`config.mk`:
```
export PLATFORM = sky130hd
export DESIGN_NAME = compass_heading_averager_core
export DESIGN_NICKNAME = d
export VERILOG_FILES = /design/src/design/chcavg_pkg.sv /design/src/design/compass_heading_averager_core.sv /design/src/design/chcavg_div.sv /design/src/design/chcavg_cordic.sv
export SDC_FILE = /design/constraint.sdc
export NUM_CORES = 2
export LEC_CHECK = 0
export BUFFER_PORTS_ARGS = -buffer_cell sky130_fd_sc_hd__buf_2
export CAP_MARGIN = 10
export CORE_MARGIN = 2
export CORE_UTILIZATION = 25
export DETAILED_ROUTE_END_ITERATION = 12
export MAX_ROUTING_LAYER = met4
export PLACE_DENSITY = 0.36
export SYNTH_ARGS = -nofsm -noshare
export SYNTH_HDL_FRONTEND = slang
export SYNTH_SLANG_ARGS = --single-unit
export TNS_END_PERCENT = 20
```
`constraint.sdc`:
```
create_clock -name clk -period 8.9 [get_ports clk]
set_input_delay 1.78 -clock clk [delete_from_list [all_inputs] [get_ports clk]]
set_output_delay 1.78 -clock clk [all_outputs]
set_load 0.01 [all_outputs]
```
`src/design/chcavg_pkg.sv`:
```
// Shared constants, types and the CORDIC arctangent table for the compass heading averager.
`default_nettype none

package chcavg_pkg;

  // Sample and calibration widths.
  localparam int SAMPLE_W = 12;
  localparam int SAMPLES_PER_HEADING = 10;
  localparam int CORDIC_ITERATIONS = 16;

  // Accumulator and sample counter.
  localparam int SUM_W = $clog2(SAMPLES_PER_HEADING * 2048) + 1;
  localparam int CNT_W = (SAMPLES_PER_HEADING > 1) ? $clog2(SAMPLES_PER_HEADING) : 1;

  // Scaling: numerator 2*sum - N*(max+min), denominator N*(max-min).
  localparam int NUM_W = SUM_W + 2;
  localparam int DEN_W = SUM_W + 1;
  localparam int DVD_W = NUM_W + 16;
  localparam int DIV_W = DEN_W + 1;

  // Scaled axis in Q3.15.
  localparam int Q_W = 18;
  localparam logic [Q_W-1:0] Q_POS_MAX = 18'd131071;
  localparam logic [Q_W-1:0] Q_NEG_MAX = 18'd131072;

  // CORDIC datapath.
  localparam int CW = Q_W + 3;
  localparam int ANG_W = 32;
  localparam int ITER_W = 5;
  localparam int CORDIC_STEPS = (CORDIC_ITERATIONS < 24) ? CORDIC_ITERATIONS : 24;
  localparam logic [ANG_W-1:0] ANG_HALF_TURN = 32'h8000_0000;

  // Binary angle to centidegrees.
  localparam int PROD_W = 48;
  localparam int HEAD_W = 16;
  localparam logic [HEAD_W-1:0] CDEG_TURN = 16'd36000;
  localparam logic [PROD_W-1:0] CONV_ROUND = 48'h0000_8000_0000;

  // Configuration register indexes.
  localparam int CFG_IDX_W = 2;
  localparam logic [CFG_IDX_W-1:0] REG_MIN_X = 2'd0;
  localparam logic [CFG_IDX_W-1:0] REG_MAX_X = 2'd1;
  localparam logic [CFG_IDX_W-1:0] REG_MIN_Y = 2'd2;
  localparam logic [CFG_IDX_W-1:0] REG_MAX_Y = 2'd3;

  localparam logic signed [SAMPLE_W-1:0] RST_MIN_X = -12'sd221;
  localparam logic signed [SAMPLE_W-1:0] RST_MAX_X = -12'sd64;
  localparam logic signed [SAMPLE_W-1:0] RST_MIN_Y = -12'sd118;
  localparam logic signed [SAMPLE_W-1:0] RST_MAX_Y = 12'sd70;

  typedef enum logic [2:0] {
    ST_IDLE,
    ST_PREP,
    ST_DIV_START,
    ST_DIV_WAIT,
    ST_CORDIC_START,
    ST_CORDIC_WAIT,
    ST_CONV_MUL,
    ST_CONV_RND
  } state_t;

  // atan(2^-i) as a fraction of a full turn, 2^32 = 360 degrees.
  function automatic logic [ANG_W-1:0] atan_turn(input logic [ITER_W-1:0] i);
    logic [ANG_W-1:0] a;
    case (i)
      5'd0:    a = 32'd536870912;
      5'd1:    a = 32'd316933406;
      5'd2:    a = 32'd167458907;
      5'd3:    a = 32'd85004756;
      5'd4:    a = 32'd42667331;
      5'd5:    a = 32'd21354465;
      5'd6:    a = 32'd10679838;
      5'd7:    a = 32'd5340245;
      5'd8:    a = 32'd2670163;
      5'd9:    a = 32'd1335087;
      5'd10:   a = 32'd667544;
      5'd11:   a = 32'd333772;
      5'd12:   a = 32'd166886;
      5'd13:   a = 32'd83443;
      5'd14:   a = 32'd41722;
      5'd15:   a = 32'd20861;
      5'd16:   a = 32'd10430;
      5'd17:   a = 32'd5215;
      5'd18:   a = 32'd2608;
      5'd19:   a = 32'd1304;
      5'd20:   a = 32'd652;
      5'd21:   a = 32'd326;
      5'd22:   a = 32'd163;
      5'd23:   a = 32'd81;
      default: a = '0;
    endcase
    return a;
  endfunction

endpackage

`default_nettype wire

```
`src/design/compass_heading_averager_core.sv`:
```
// Top level of the compass heading averager: sample accumulator, sequencer and output register.
`default_nettype none

// Sums raw X/Y magnetometer samples and, after every SAMPLES_PER_HEADING transfers, turns
// the two sums into one heading in centidegrees (0..35999). Each axis is mapped with the
// min/max calibration registers to about [-1,1] in Q3.15 (rounded, saturated), then a
// 16-step vectoring CORDIC gives atan2(y, x). A sample that does not close a group is
// taken with s_tready staying high. The sample that closes a group occupies the block,
// with s_tready low throughout, for two passes of the serial divider (DVD_W = 34 quotient
// steps plus load, start and done), the CORDIC (start, 16 steps, done) and an
// angle-to-centidegree conversion (multiply, then round). When both scaled axes are zero
// the CORDIC finishes at once. The heading is valid in the cycle after the round step.
// If max equals min on either axis the result is heading 0 with calib_error set, delivered
// in the cycle after the closing transfer. The result waits in an output register; samples
// keep being taken while it waits, but the sample that closes the next group is held off
// until the pending result is taken. Configuration writes are always accepted (cfg_ready is
// tied high) and are meant for idle periods only.
module compass_heading_averager_core
  import chcavg_pkg::*;
(
  input  wire logic                 clk,
  input  wire logic                 rst,
  // Configuration write channel
  input  wire logic                 cfg_valid,
  output logic                      cfg_ready,
  input  wire logic [CFG_IDX_W-1:0] cfg_index,
  input  wire logic [SAMPLE_W-1:0]  cfg_data,
  // Sample stream
  input  wire logic                 s_tvalid,
  output logic                      s_tready,
  input  wire logic [23:0]          s_tdata,   // [11:0] mag_x, [23:12] mag_y
  // Heading stream
  output logic                      m_tvalid,
  input  wire logic                 m_tready,
  output logic [HEAD_W-1:0]         m_tdata,   // [15:0] heading_cdeg
  output logic [0:0]                m_tuser    // [0] calib_error
);

  // Calibration registers
  logic signed [SAMPLE_W-1:0] min_x;
  logic signed [SAMPLE_W-1:0] max_x;
  logic signed [SAMPLE_W-1:0] min_y;
  logic signed [SAMPLE_W-1:0] max_y;

  // Accumulator
  logic signed [SUM_W-1:0] sum_x;
  logic signed [SUM_W-1:0] sum_y;
  logic [CNT_W-1:0]        sample_count;

  // Sequencer
  state_t state;
  state_t state_next;
  logic   axis;
  logic   div_start;
  logic   cordic_start;

  // Scaling datapath
  logic signed [NUM_W-1:0] num;
  logic signed [DEN_W-1:0] den;
  logic                    neg;
  logic signed [Q_W-1:0]   sx;
  logic signed [Q_W-1:0]   sy;

  logic [PROD_W-1:0]       prod;

  logic signed [SAMPLE_W-1:0] mag_x;
  logic signed [SAMPLE_W-1:0] mag_y;
  logic                       s_xfer;
  logic                       last;
  logic                       bad_calib;

  logic signed [SUM_W-1:0]    sum_sel;
  logic signed [SAMPLE_W-1:0] lo_sel;
  logic signed [SAMPLE_W-1:0] hi_sel;
  logic signed [SAMPLE_W:0]   hl_sum;
  logic signed [SAMPLE_W:0]   hl_dif;
  logic signed [NUM_W-1:0]    num_calc;
  logic signed [DEN_W-1:0]    den_calc;

  logic [NUM_W-1:0] an;
  logic [DEN_W-1:0] ad;
  logic [DVD_W-1:0] dividend;
  logic [DIV_W-1:0] divisor;
  logic             div_done;
  logic [DVD_W-1:0] quotient;
  logic [Q_W-1:0]   q_mag;
  logic signed [Q_W-1:0] q_signed;

  logic             cordic_done;
  logic [ANG_W-1:0] angle;
  logic [PROD_W-1:0] rnd;
  logic [HEAD_W-1:0] cdeg;

  localparam logic signed [NUM_W-1:0] N_NUM = NUM_W'(SAMPLES_PER_HEADING);
  localparam logic signed [DEN_W-1:0] N_DEN = DEN_W'(SAMPLES_PER_HEADING);

  assign mag_x     = s_tdata[11:0];
  assign mag_y     = s_tdata[23:12];
  assign cfg_ready = 1'b1;
  assign s_xfer    = s_tvalid & s_tready;
  assign last      = (sample_count == CNT_W'(SAMPLES_PER_HEADING - 1));
  assign bad_calib = (max_x == min_x) || (max_y == min_y);

  // Hold off the closing sample while a previous result still waits at the output.
  assign s_tready = (state == ST_IDLE) && !(last && m_tvalid);

  // ---------------------------------------------------------------------------
  // Configuration registers
  // ---------------------------------------------------------------------------
  always_ff @(posedge clk) begin
    if (rst) begin
      min_x <= RST_MIN_X;
      max_x <= RST_MAX_X;
      min_y <= RST_MIN_Y;
      max_y <= RST_MAX_Y;
    end else if (cfg_valid && cfg_ready) begin
      unique case (cfg_index)
        REG_MIN_X: min_x <= cfg_data;
        REG_MAX_X: max_x <= cfg_data;
        REG_MIN_Y: min_y <= cfg_data;
        REG_MAX_Y: max_y <= cfg_data;
        default:   ;
      endcase
    end
  end

  // ---------------------------------------------------------------------------
  // Axis scaling: numerator and denominator for the selected axis
  // ---------------------------------------------------------------------------
  always_comb begin
    sum_sel  = axis ? sum_y : sum_x;
    lo_sel   = axis ? min_y : min_x;
    hi_sel   = axis ? max_y : max_x;
    hl_sum   = (SAMPLE_W + 1)'(hi_sel) + (SAMPLE_W + 1)'(lo_sel);
    hl_dif   = (SAMPLE_W + 1)'(hi_sel) - (SAMPLE_W + 1)'(lo_sel);
    num_calc = (NUM_W'(sum_sel) <<< 1) - N_NUM * NUM_W'(hl_sum);
    den_calc = N_DEN * DEN_W'(hl_dif);
  end

  // Magnitudes feed the divider; the rounding half is folded into the dividend.
  always_comb begin
    an       = num[NUM_W-1] ? NUM_W'(-num) : NUM_W'(num);
    ad       = den[DEN_W-1] ? DEN_W'(-den) : DEN_W'(den);
    dividend = {an, 16'h0000} + DVD_W'(ad);
    divisor  = {ad, 1'b0};
  end

  // Saturate the quotient to Q3.15 and restore the sign.
  always_comb begin
    if (neg) begin
      q_mag = (quotient > DVD_W'(Q_NEG_MAX)) ? Q_NEG_MAX : quotient[Q_W-1:0];
    end else begin
      q_mag = (quotient > DVD_W'(Q_POS_MAX)) ? Q_POS_MAX : quotient[Q_W-1:0];
    end
    q_signed = neg ? -$signed(q_mag) : $signed(q_mag);
  end

  // Centidegrees: round the scaled angle, wrap a full turn to zero.
  always_comb begin
    rnd  = prod + CONV_ROUND;
    cdeg = rnd[PROD_W-1:32];
    if (cdeg >= CDEG_TURN) begin
      cdeg = '0;
    end
  end

  chcavg_div u_div (
    .clk      (clk),
    .rst      (rst),
    .start    (div_start),
    .dividend (dividend),
    .divisor  (divisor),
    .done     (div_done),
    .quotient (quotient)
  );

  chcavg_cordic u_cordic (
    .clk   (clk),
    .rst   (rst),
    .start (cordic_start),
    .x_in  (sx),
    .y_in  (sy),
    .done  (cordic_done),
    .angle (angle)
  );

  // ---------------------------------------------------------------------------
  // Sequencer
  // ---------------------------------------------------------------------------
  always_ff @(posedge clk) begin
    if (rst) begin
      state <= ST_IDLE;
    end else begin
      state <= state_next;
    end
  end

  always_comb begin
    state_next   = state;
    div_start    = 1'b0;
    cordic_start = 1'b0;
    unique case (state)
      ST_IDLE: begin
        if (s_xfer && last && !bad_calib) begin
          state_next = ST_PREP;
        end
      end
      ST_PREP: begin
        state_next = ST_DIV_START;
      end
      ST_DIV_START: begin
        div_start  = 1'b1;
        state_next = ST_DIV_WAIT;
      end
      ST_DIV_WAIT: begin
        if (div_done) begin
          state_next = axis ? ST_CORDIC_START : ST_PREP;
        end
      end
      ST_CORDIC_START: begin
        cordic_start = 1'b1;
        state_next   = ST_CORDIC_WAIT;
      end
      ST_CORDIC_WAIT: begin
        if (cordic_done) begin
          state_next = ST_CONV_MUL;
        end
      end
      ST_CONV_MUL: begin
        state_next = ST_CONV_RND;
      end
      ST_CONV_RND: begin
        state_next = ST_IDLE;
      end
      default: begin
        state_next = ST_IDLE;
      end
    endcase
  end

  // ---------------------------------------------------------------------------
  // Accumulator, datapath registers and output register
  // ---------------------------------------------------------------------------
  always_ff @(posedge clk) begin
    if (rst) begin
      sum_x        <= '0;
      sum_y        <= '0;
      sample_count <= '0;
      axis         <= 1'b0;
      m_tvalid     <= 1'b0;
    end else begin
      if (m_tvalid && m_tready) begin
        m_tvalid <= 1'b0;
      end
      unique case (state)
        ST_IDLE: begin
          if (s_xfer) begin
            axis <= 1'b0;
            if (last) begin
              sample_count <= '0;
              if (bad_calib) begin
                // Degenerate calibration: report the error and drop the sums.
                sum_x    <= '0;
                sum_y    <= '0;
                m_tvalid <= 1'b1;
              end else begin
                sum_x <= sum_x + SUM_W'(mag_x);
                sum_y <= sum_y + SUM_W'(mag_y);
              end
            end else begin
              sample_count <= sample_count + 1'b1;
              sum_x        <= sum_x + SUM_W'(mag_x);
              sum_y        <= sum_y + SUM_W'(mag_y);
            end
          end
        end
        ST_DIV_WAIT: begin
          if (div_done) begin
            axis <= 1'b1;
          end
        end
        ST_CONV_RND: begin
          sum_x    <= '0;
          sum_y    <= '0;
          m_tvalid <= 1'b1;
        end
        default: ;
      endcase
    end
  end

  always_ff @(posedge clk) begin
    if (state == ST_PREP) begin
      num <= num_calc;
      den <= den_calc;
    end
    if (state == ST_DIV_START) begin
      neg <= num[NUM_W-1] ^ den[DEN_W-1];
    end
    if (state == ST_DIV_WAIT && div_done) begin
      if (axis) begin
        sy <= q_signed;
      end else begin
        sx <= q_signed;
      end
    end
    if (state == ST_CONV_MUL) begin
      prod <= PROD_W'(angle) * PROD_W'(CDEG_TURN);
    end
    if (state == ST_IDLE && s_xfer && last && bad_calib) begin
      m_tdata    <= '0;
      m_tuser[0] <= 1'b1;
    end else if (state == ST_CONV_RND) begin
      m_tdata    <= cdeg;
      m_tuser[0] <= 1'b0;
    end
  end

`ifndef ASSERT_OFF
  // A heading is always inside one turn.
  a_heading_range: assert property (@(posedge clk) disable iff (rst)
    m_tvalid |-> (m_tdata < CDEG_TURN))
    else $error("heading out of range");

  // A calibration error always carries heading zero.
  a_error_zero: assert property (@(posedge clk) disable iff (rst)
    (m_tvalid && m_tuser[0]) |-> (m_tdata == '0))
    else $error("calibration error with nonzero heading");

  // The closing sample never arrives while a result is still pending.
  a_no_overwrite: assert property (@(posedge clk) disable iff (rst)
    (s_xfer && last) |-> !m_tvalid)
    else $error("closing sample taken while output pending");

  // The sample counter wraps at the group size.
  a_count_range: assert property (@(posedge clk) disable iff (rst)
    sample_count <= CNT_W'(SAMPLES_PER_HEADING - 1))
    else $error("sample counter past group size");
`endif

endmodule

`default_nettype wire

```
`src/design/chcavg_div.sv`:
```
// Restoring unsigned divider, one quotient bit per cycle.
`default_nettype none

module chcavg_div
  import chcavg_pkg::*;
(
  input  wire logic             clk,
  input  wire logic             rst,
  input  wire logic             start,
  input  wire logic [DVD_W-1:0] dividend,
  input  wire logic [DIV_W-1:0] divisor,
  output logic                  done,
  output logic      [DVD_W-1:0] quotient
);

  localparam int DCNT_W = $clog2(DVD_W);

  logic              busy;
  logic [DCNT_W-1:0] cnt;
  logic [DIV_W-1:0]  rem;
  logic [DIV_W-1:0]  dsr;
  logic [DVD_W-1:0]  shreg;
  logic [DIV_W:0]    trial;
  logic [DIV_W:0]    diff;
  logic              qbit;

  // Shift the next dividend bit into the partial remainder and try a subtract.
  always_comb begin
    trial = {rem, shreg[DVD_W-1]};
    diff  = trial - {1'b0, dsr};
    qbit  = (trial >= {1'b0, dsr});
  end

  always_ff @(posedge clk) begin
    if (rst) begin
      busy <= 1'b0;
      done <= 1'b0;
      cnt  <= '0;
    end else begin
      done <= 1'b0;
      if (start) begin
        busy <= 1'b1;
        cnt  <= '0;
      end else if (busy) begin
        cnt <= cnt + 1'b1;
        if (cnt == DCNT_W'(DVD_W - 1)) begin
          busy <= 1'b0;
          done <= 1'b1;
        end
      end
    end
  end

  always_ff @(posedge clk) begin
    if (start) begin
      rem   <= '0;
      dsr   <= divisor;
      shreg <= dividend;
    end else if (busy) begin
      rem   <= qbit ? diff[DIV_W-1:0] : trial[DIV_W-1:0];
      shreg <= {shreg[DVD_W-2:0], qbit};
    end
  end

  assign quotient = shreg;

endmodule

`default_nettype wire

```
`src/design/chcavg_cordic.sv`:
```
// Vectoring CORDIC, one micro-rotation per cycle, giving a 32-bit binary angle.
`default_nettype none

module chcavg_cordic
  import chcavg_pkg::*;
(
  input  wire logic                  clk,
  input  wire logic                  rst,
  input  wire logic                  start,
  input  wire logic signed [Q_W-1:0] x_in,
  input  wire logic signed [Q_W-1:0] y_in,
  output logic                       done,
  output logic             [ANG_W-1:0] angle
);

  logic                busy;
  logic [ITER_W-1:0]   it;
  logic signed [CW-1:0] x;
  logic signed [CW-1:0] y;
  logic signed [CW-1:0] dx;
  logic signed [CW-1:0] dy;
  logic signed [CW-1:0] x_ext;
  logic signed [CW-1:0] y_ext;

  assign x_ext = CW'(x_in);
  assign y_ext = CW'(y_in);
  assign dx    = y >>> it;
  assign dy    = x >>> it;

  always_ff @(posedge clk) begin
    if (rst) begin
      busy <= 1'b0;
      done <= 1'b0;
      it   <= '0;
    end else begin
      done <= 1'b0;
      if (start) begin
        it <= '0;
        // A zero vector has no direction: report angle zero at once.
        if (x_in == '0 && y_in == '0) begin
          done <= 1'b1;
        end else begin
          busy <= 1'b1;
        end
      end else if (busy) begin
        it <= it + 1'b1;
        if (it == ITER_W'(CORDIC_STEPS - 1)) begin
          busy <= 1'b0;
          done <= 1'b1;
        end
      end
    end
  end

  always_ff @(posedge clk) begin
    if (start) begin
      // Fold the left half plane over by half a turn.
      if (x_in < 0) begin
        x     <= -x_ext;
        y     <= -y_ext;
        angle <= ANG_HALF_TURN;
      end else begin
        x     <= x_ext;
        y     <= y_ext;
        angle <= '0;
      end
    end else if (busy) begin
      if (y < 0) begin
        x     <= x - dx;
        y     <= y + dy;
        angle <= angle - atan_turn(it);
      end else begin
        x     <= x + dx;
        y     <= y - dy;
        angle <= angle + atan_turn(it);
      end
    end
  end

endmodule

`default_nettype wire

```
==> results.txt <==
Area occupied by multi-input gates -> 22900 µm²
First-pass GRT wire length -> 159000 µm
Final std cells w/o fill -> 5660
Root Buffer -> clkbuf_16
Worst path top cell family by delay -> compound AO/OA/AOI/OAI gates
Synth unique cells -> 95
Critical Path Slowest Stage Cell -> dfxtp_2
RSZ-0062 raised after global routing -> false
Detail Route Antenna Nets -> 0
Ys flop type -> edfxtp_1
Combinational Power Share -> 26.6%
Layout Utilization -> 28.2%
# H-tree levels -> 2
Startpoint Class -> flop
Die Ht -> 374 µm
Worst Reg-to-Reg Cells -> 19
Fill cells -> 14637
GRT Resource Usage Total -> 14.5%
Rows -> 135
Reg-to-Reg Start -> u_cordic.it[0]
Gate Count Post-Synth -> 3822
Post-DR wirelength/cell -> 17.6 µm
Setup TNS -> 0 ps
CP arrival -> 6690 ps
CP max FO -> 32
Port-buffer cells -> 61
Drt first pass iters -> 5
Area fraction in compound gates after synthesis -> 16.6%
Syn Std Cell Area -> 34300 µm²
Clk_lat worst skew -> 630 ps
Stages on worst setup path -> 19
Mux cell area share after synthesis -> 6.16%
Syn nets -> 4353
FMAX -> 0.158 GHz
WP buf/inv -> 1
Outcome -> finished clean
WHS Endpoint -> m_tdata[9]
Post-synthesis simple-gate area fraction -> 16.0%
DP Worst Slack -> 2570 ps
Cell Pwr Density -> 153 nW/µm²
Worst slew margin -> 23.3%
Worst Hold Class -> flop to flop
Period minus WS final -> 6320 ps
CTS buffer count -> 51
Clk sinks -> 380
Routed wire length -> 99900 µm
Drt initial violations -> 1516
Area grow syn2layout -> 11.7%
Worst path max stage delay -> 850 ps
Critical Path RT -> 9260 ps
Hold Path Origin -> m_tdata[9]
Start point of the critical path -> u_cordic.it[0]
Vias in the first global route -> 27101
YS warnings -> 0
Sequential fraction of the synthesis area -> 28.4%
Cells after DPL -> 5563
Crit share post-route -> 71.1%
Psw -> 1.87 mW
Final GP Congestion -> 0.832
Initial Util -> 25.2%
CP endpoint kind -> flop
Internal power -> 3.98 mW
Fin area -> 38300 µm²
Final nets -> 4366
Setup Skew -> 21.7 ps
Final HPWL DP -> 76900 µm
Slew Limit Fails -> 0
CTS Buffer Depth -> 3
Switching Fraction -> 31.9%
Post-CTS Resized -> 0
Flop-to-flop setup slack -> 2580 ps
Ports -> 63
Vias per Instance -> 4.80
Placed Area -> 36500 µm²
Largest net degree at the start of global routing -> 66
Post-synthesis adder-cell area fraction -> 19.8%
Worst Hold Depth -> 2
FF+latch count, synth -> 380
Number of max-cap violations -> 0
Largest family of logic cells by synthesized area -> adder cells
Post-CTS Setup Bufs -> 0
Pleak -> 15.8 nW
Post-synth EDFFs -> 211
Clock share of power -> 36.4%
Post-route DRC -> 0
Sequential cell area -> 9720 µm²
DR vias -> 27154
Layout cells sized above 1 -> 8.61%
Final setup viols -> 0
Core footprint -> 136000 µm²
Worst slew pin tran -> 1140 ps
FFs w/ async S/R, synth -> 0%
Worst VDD drop -> 122 µV
Reg power frac -> 36.9%
Total gr overflow -> 0
Worst Setup Slack, final -> 2580 ps
Reg2reg end -> u_cordic.x[20]
TritonCTS clock tree -> done
XOR/XNOR Fraction of Synth Area -> 8.14%
WS Path Type -> flop to flop
Die area -> 140000 µm²
Initial antenna violation count -> 4
CTS Hold Bufs -> 0
Syn_area_per_cell -> 8.96 µm²
Worst-path clk slew -> 60 ps
Die width -> 374 µm
Final Hold Viols -> 0
CP Cell Sequence -> buf_4, mux4_2, mux2_2, mux2i_1, and3_1, and4b_1, nand2_1, xor2_1, o22ai_1, ha_1, or3_1, a2111oi_0, nor4_1, o21ai_0, nand3_1, o311ai_0, o21ai_0, nand3_1, a21oi_2
[worst register-to-register path: stages, from the launching register on]
cell       delay [ps]
dfxtp_2           850
buf_4             520
mux4_2            580
mux2_2            350
mux2i_1           220
and3_1            210
and4b_1           340
nand2_1           100
xor2_1            140
o22ai_1           100
ha_1              290
or3_1             390
a2111oi_0         740
nor4_1            200
o21ai_0           330
nand3_1           110
o311ai_0          170
o21ai_0           230
nand3_1           140
a21oi_2            60
[synth_stat cells (39+ instances only)]
cell type	instances	area, µm²
xnor2_1	226	1980
nand2_1	365	1370
fa_1	90	1800
edfxtp_1	211	6340
dfxtp_1	169	3380
o21ai_0	206	1030
nor3_1	86	430
a21o_1	57	428
inv_1	293	1100
clkbuf_1	105	394
nand3_1	69	345
xor2_1	90	788
a211oi_1	40	300
o21a_1	39	293
ha_1	398	4980
mux2i_1	59	591
mux2_2	57	642
a21oi_1	250	1250
nor2_1	321	1200
nor2b_1	45	282
[worst max-delay path by stage]
stage / endpoint
after floorplan: num[17]
after global placement: u_cordic.x[20]
after detailed placement: u_cordic.x[20]
after CTS: u_cordic.x[20]
after global routing: u_cordic.x[20]
final: u_cordic.x[20]
[registers in the layout (all words and copies together), names as in the netlist, 3 cells and up, named ones only]
| register | cells |
|---|---|
| prod | 17 |
| num | 17 |
| u_cordic.it | 5 |
| u_cordic.x | 21 |
| u_div.quotient | 34 |
| u_div.cnt | 6 |
| u_div.dsr | 16 |
| sy | 18 |
| sum_y | 16 |
| u_cordic.angle | 32 |
| sum_x | 16 |
| max_x | 12 |
| u_cordic.y | 21 |
| min_y | 12 |
| state | 3 |
| sx | 18 |
| min_x | 12 |
| max_y | 12 |
| sample_count | 4 |
| u_div.rem | 18 |
| m_tdata | 16 |
| den | 16 |
[cells by family (layout without fill, tap and decap cells)]
group	count (synthesis)	after routing
multiplexers	155	155
other	1	3
XOR/XNOR	317	317
adder cells (fa/ha/maj)	488	488
buffers and inverters	436	491
flip-flops	380	380
AND/OR/NAND/NOR	1154	1154
AO/OA/AOI/OAI	891	891
[area by class of cell]
| class | instances | share of cell area, % |
|---|---|---|
| clock buffers | 65 | 3.85 |
| multi-input cells | 3006 | 59.8 |
| well taps | 1781 | 5.82 |
| flip-flops and latches | 380 | 25.4 |
| inverters | 297 | 2.91 |
| repair buffers | 99 | 1.55 |
| diodes | 2 | 0.0131 |
| clock inverters | 30 | 0.690 |
[power by group through the flow]
stage	Sequential (mW)	Combinational, mW	Clock [mW]
6_report	2.16	1.56	2.13
5_1_grt	2.19	1.79	2.29
4_1_cts	2.16	1.59	2.22
3_5_place_dp	2.20	1.58	0
3_3_place_gp	2.20	1.59	0
2_1_floorplan	2.15	1.23	0
[cells in the final DEF, fill, tap and decap left out, drive strengths merged, types with 23 or more instances in the layout]
| cell | netlist | final |
|---|---|---|
| inv | 294 | 299 |
| a22oi | 35 | 35 |
| nand2b | 38 | 38 |
| xnor2 | 226 | 226 |
| fa | 90 | 90 |
| nor3 | 88 | 88 |
| xor2 | 90 | 90 |
| nor2 | 322 | 322 |
| mux2i | 59 | 59 |
| nand2 | 365 | 365 |
| a21o | 57 | 57 |
| and2 | 26 | 26 |
| o22ai | 23 | 23 |
| mux2 | 58 | 58 |
| nand3 | 69 | 69 |
| dfxtp | 169 | 169 |
| o21ai | 206 | 206 |
| nand4 | 25 | 25 |
| nor2b | 45 | 45 |
| mux4 | 38 | 38 |
| o31ai | 32 | 32 |
| a31oi | 30 | 30 |
| edfxtp | 211 | 211 |
| and3 | 29 | 29 |
| clkbuf | 105 | 65 |
| a211oi | 40 | 40 |
| a21oi | 251 | 251 |
| buf | 34 | 99 |
| o21a | 39 | 39 |
| or3 | 33 | 33 |
| nand3b | 24 | 24 |
| ha | 398 | 398 |
[per-stage QoR]
| stage | total power, mW | hold WS [ps] |
|---|---|---|
| after global routing | 6.26 | 476 |
| after detailed placement | 3.78 | 436 |
| after CTS | 5.98 | 450 |
| final | 5.85 | 444 |
| after floorplan | 3.39 | 443 |
| after global placement | 3.79 | 435 |
[layer usage]
layer	GRT usage, %	vias up	wire length (µm)
met3	1.56	105	2670
li1	-	13746	-
met4	3.41	0	1940
met1	19.4	12948	48500
met5	-	-	0
met2	23.5	355	46800
(Power assumes the default switching activity.)
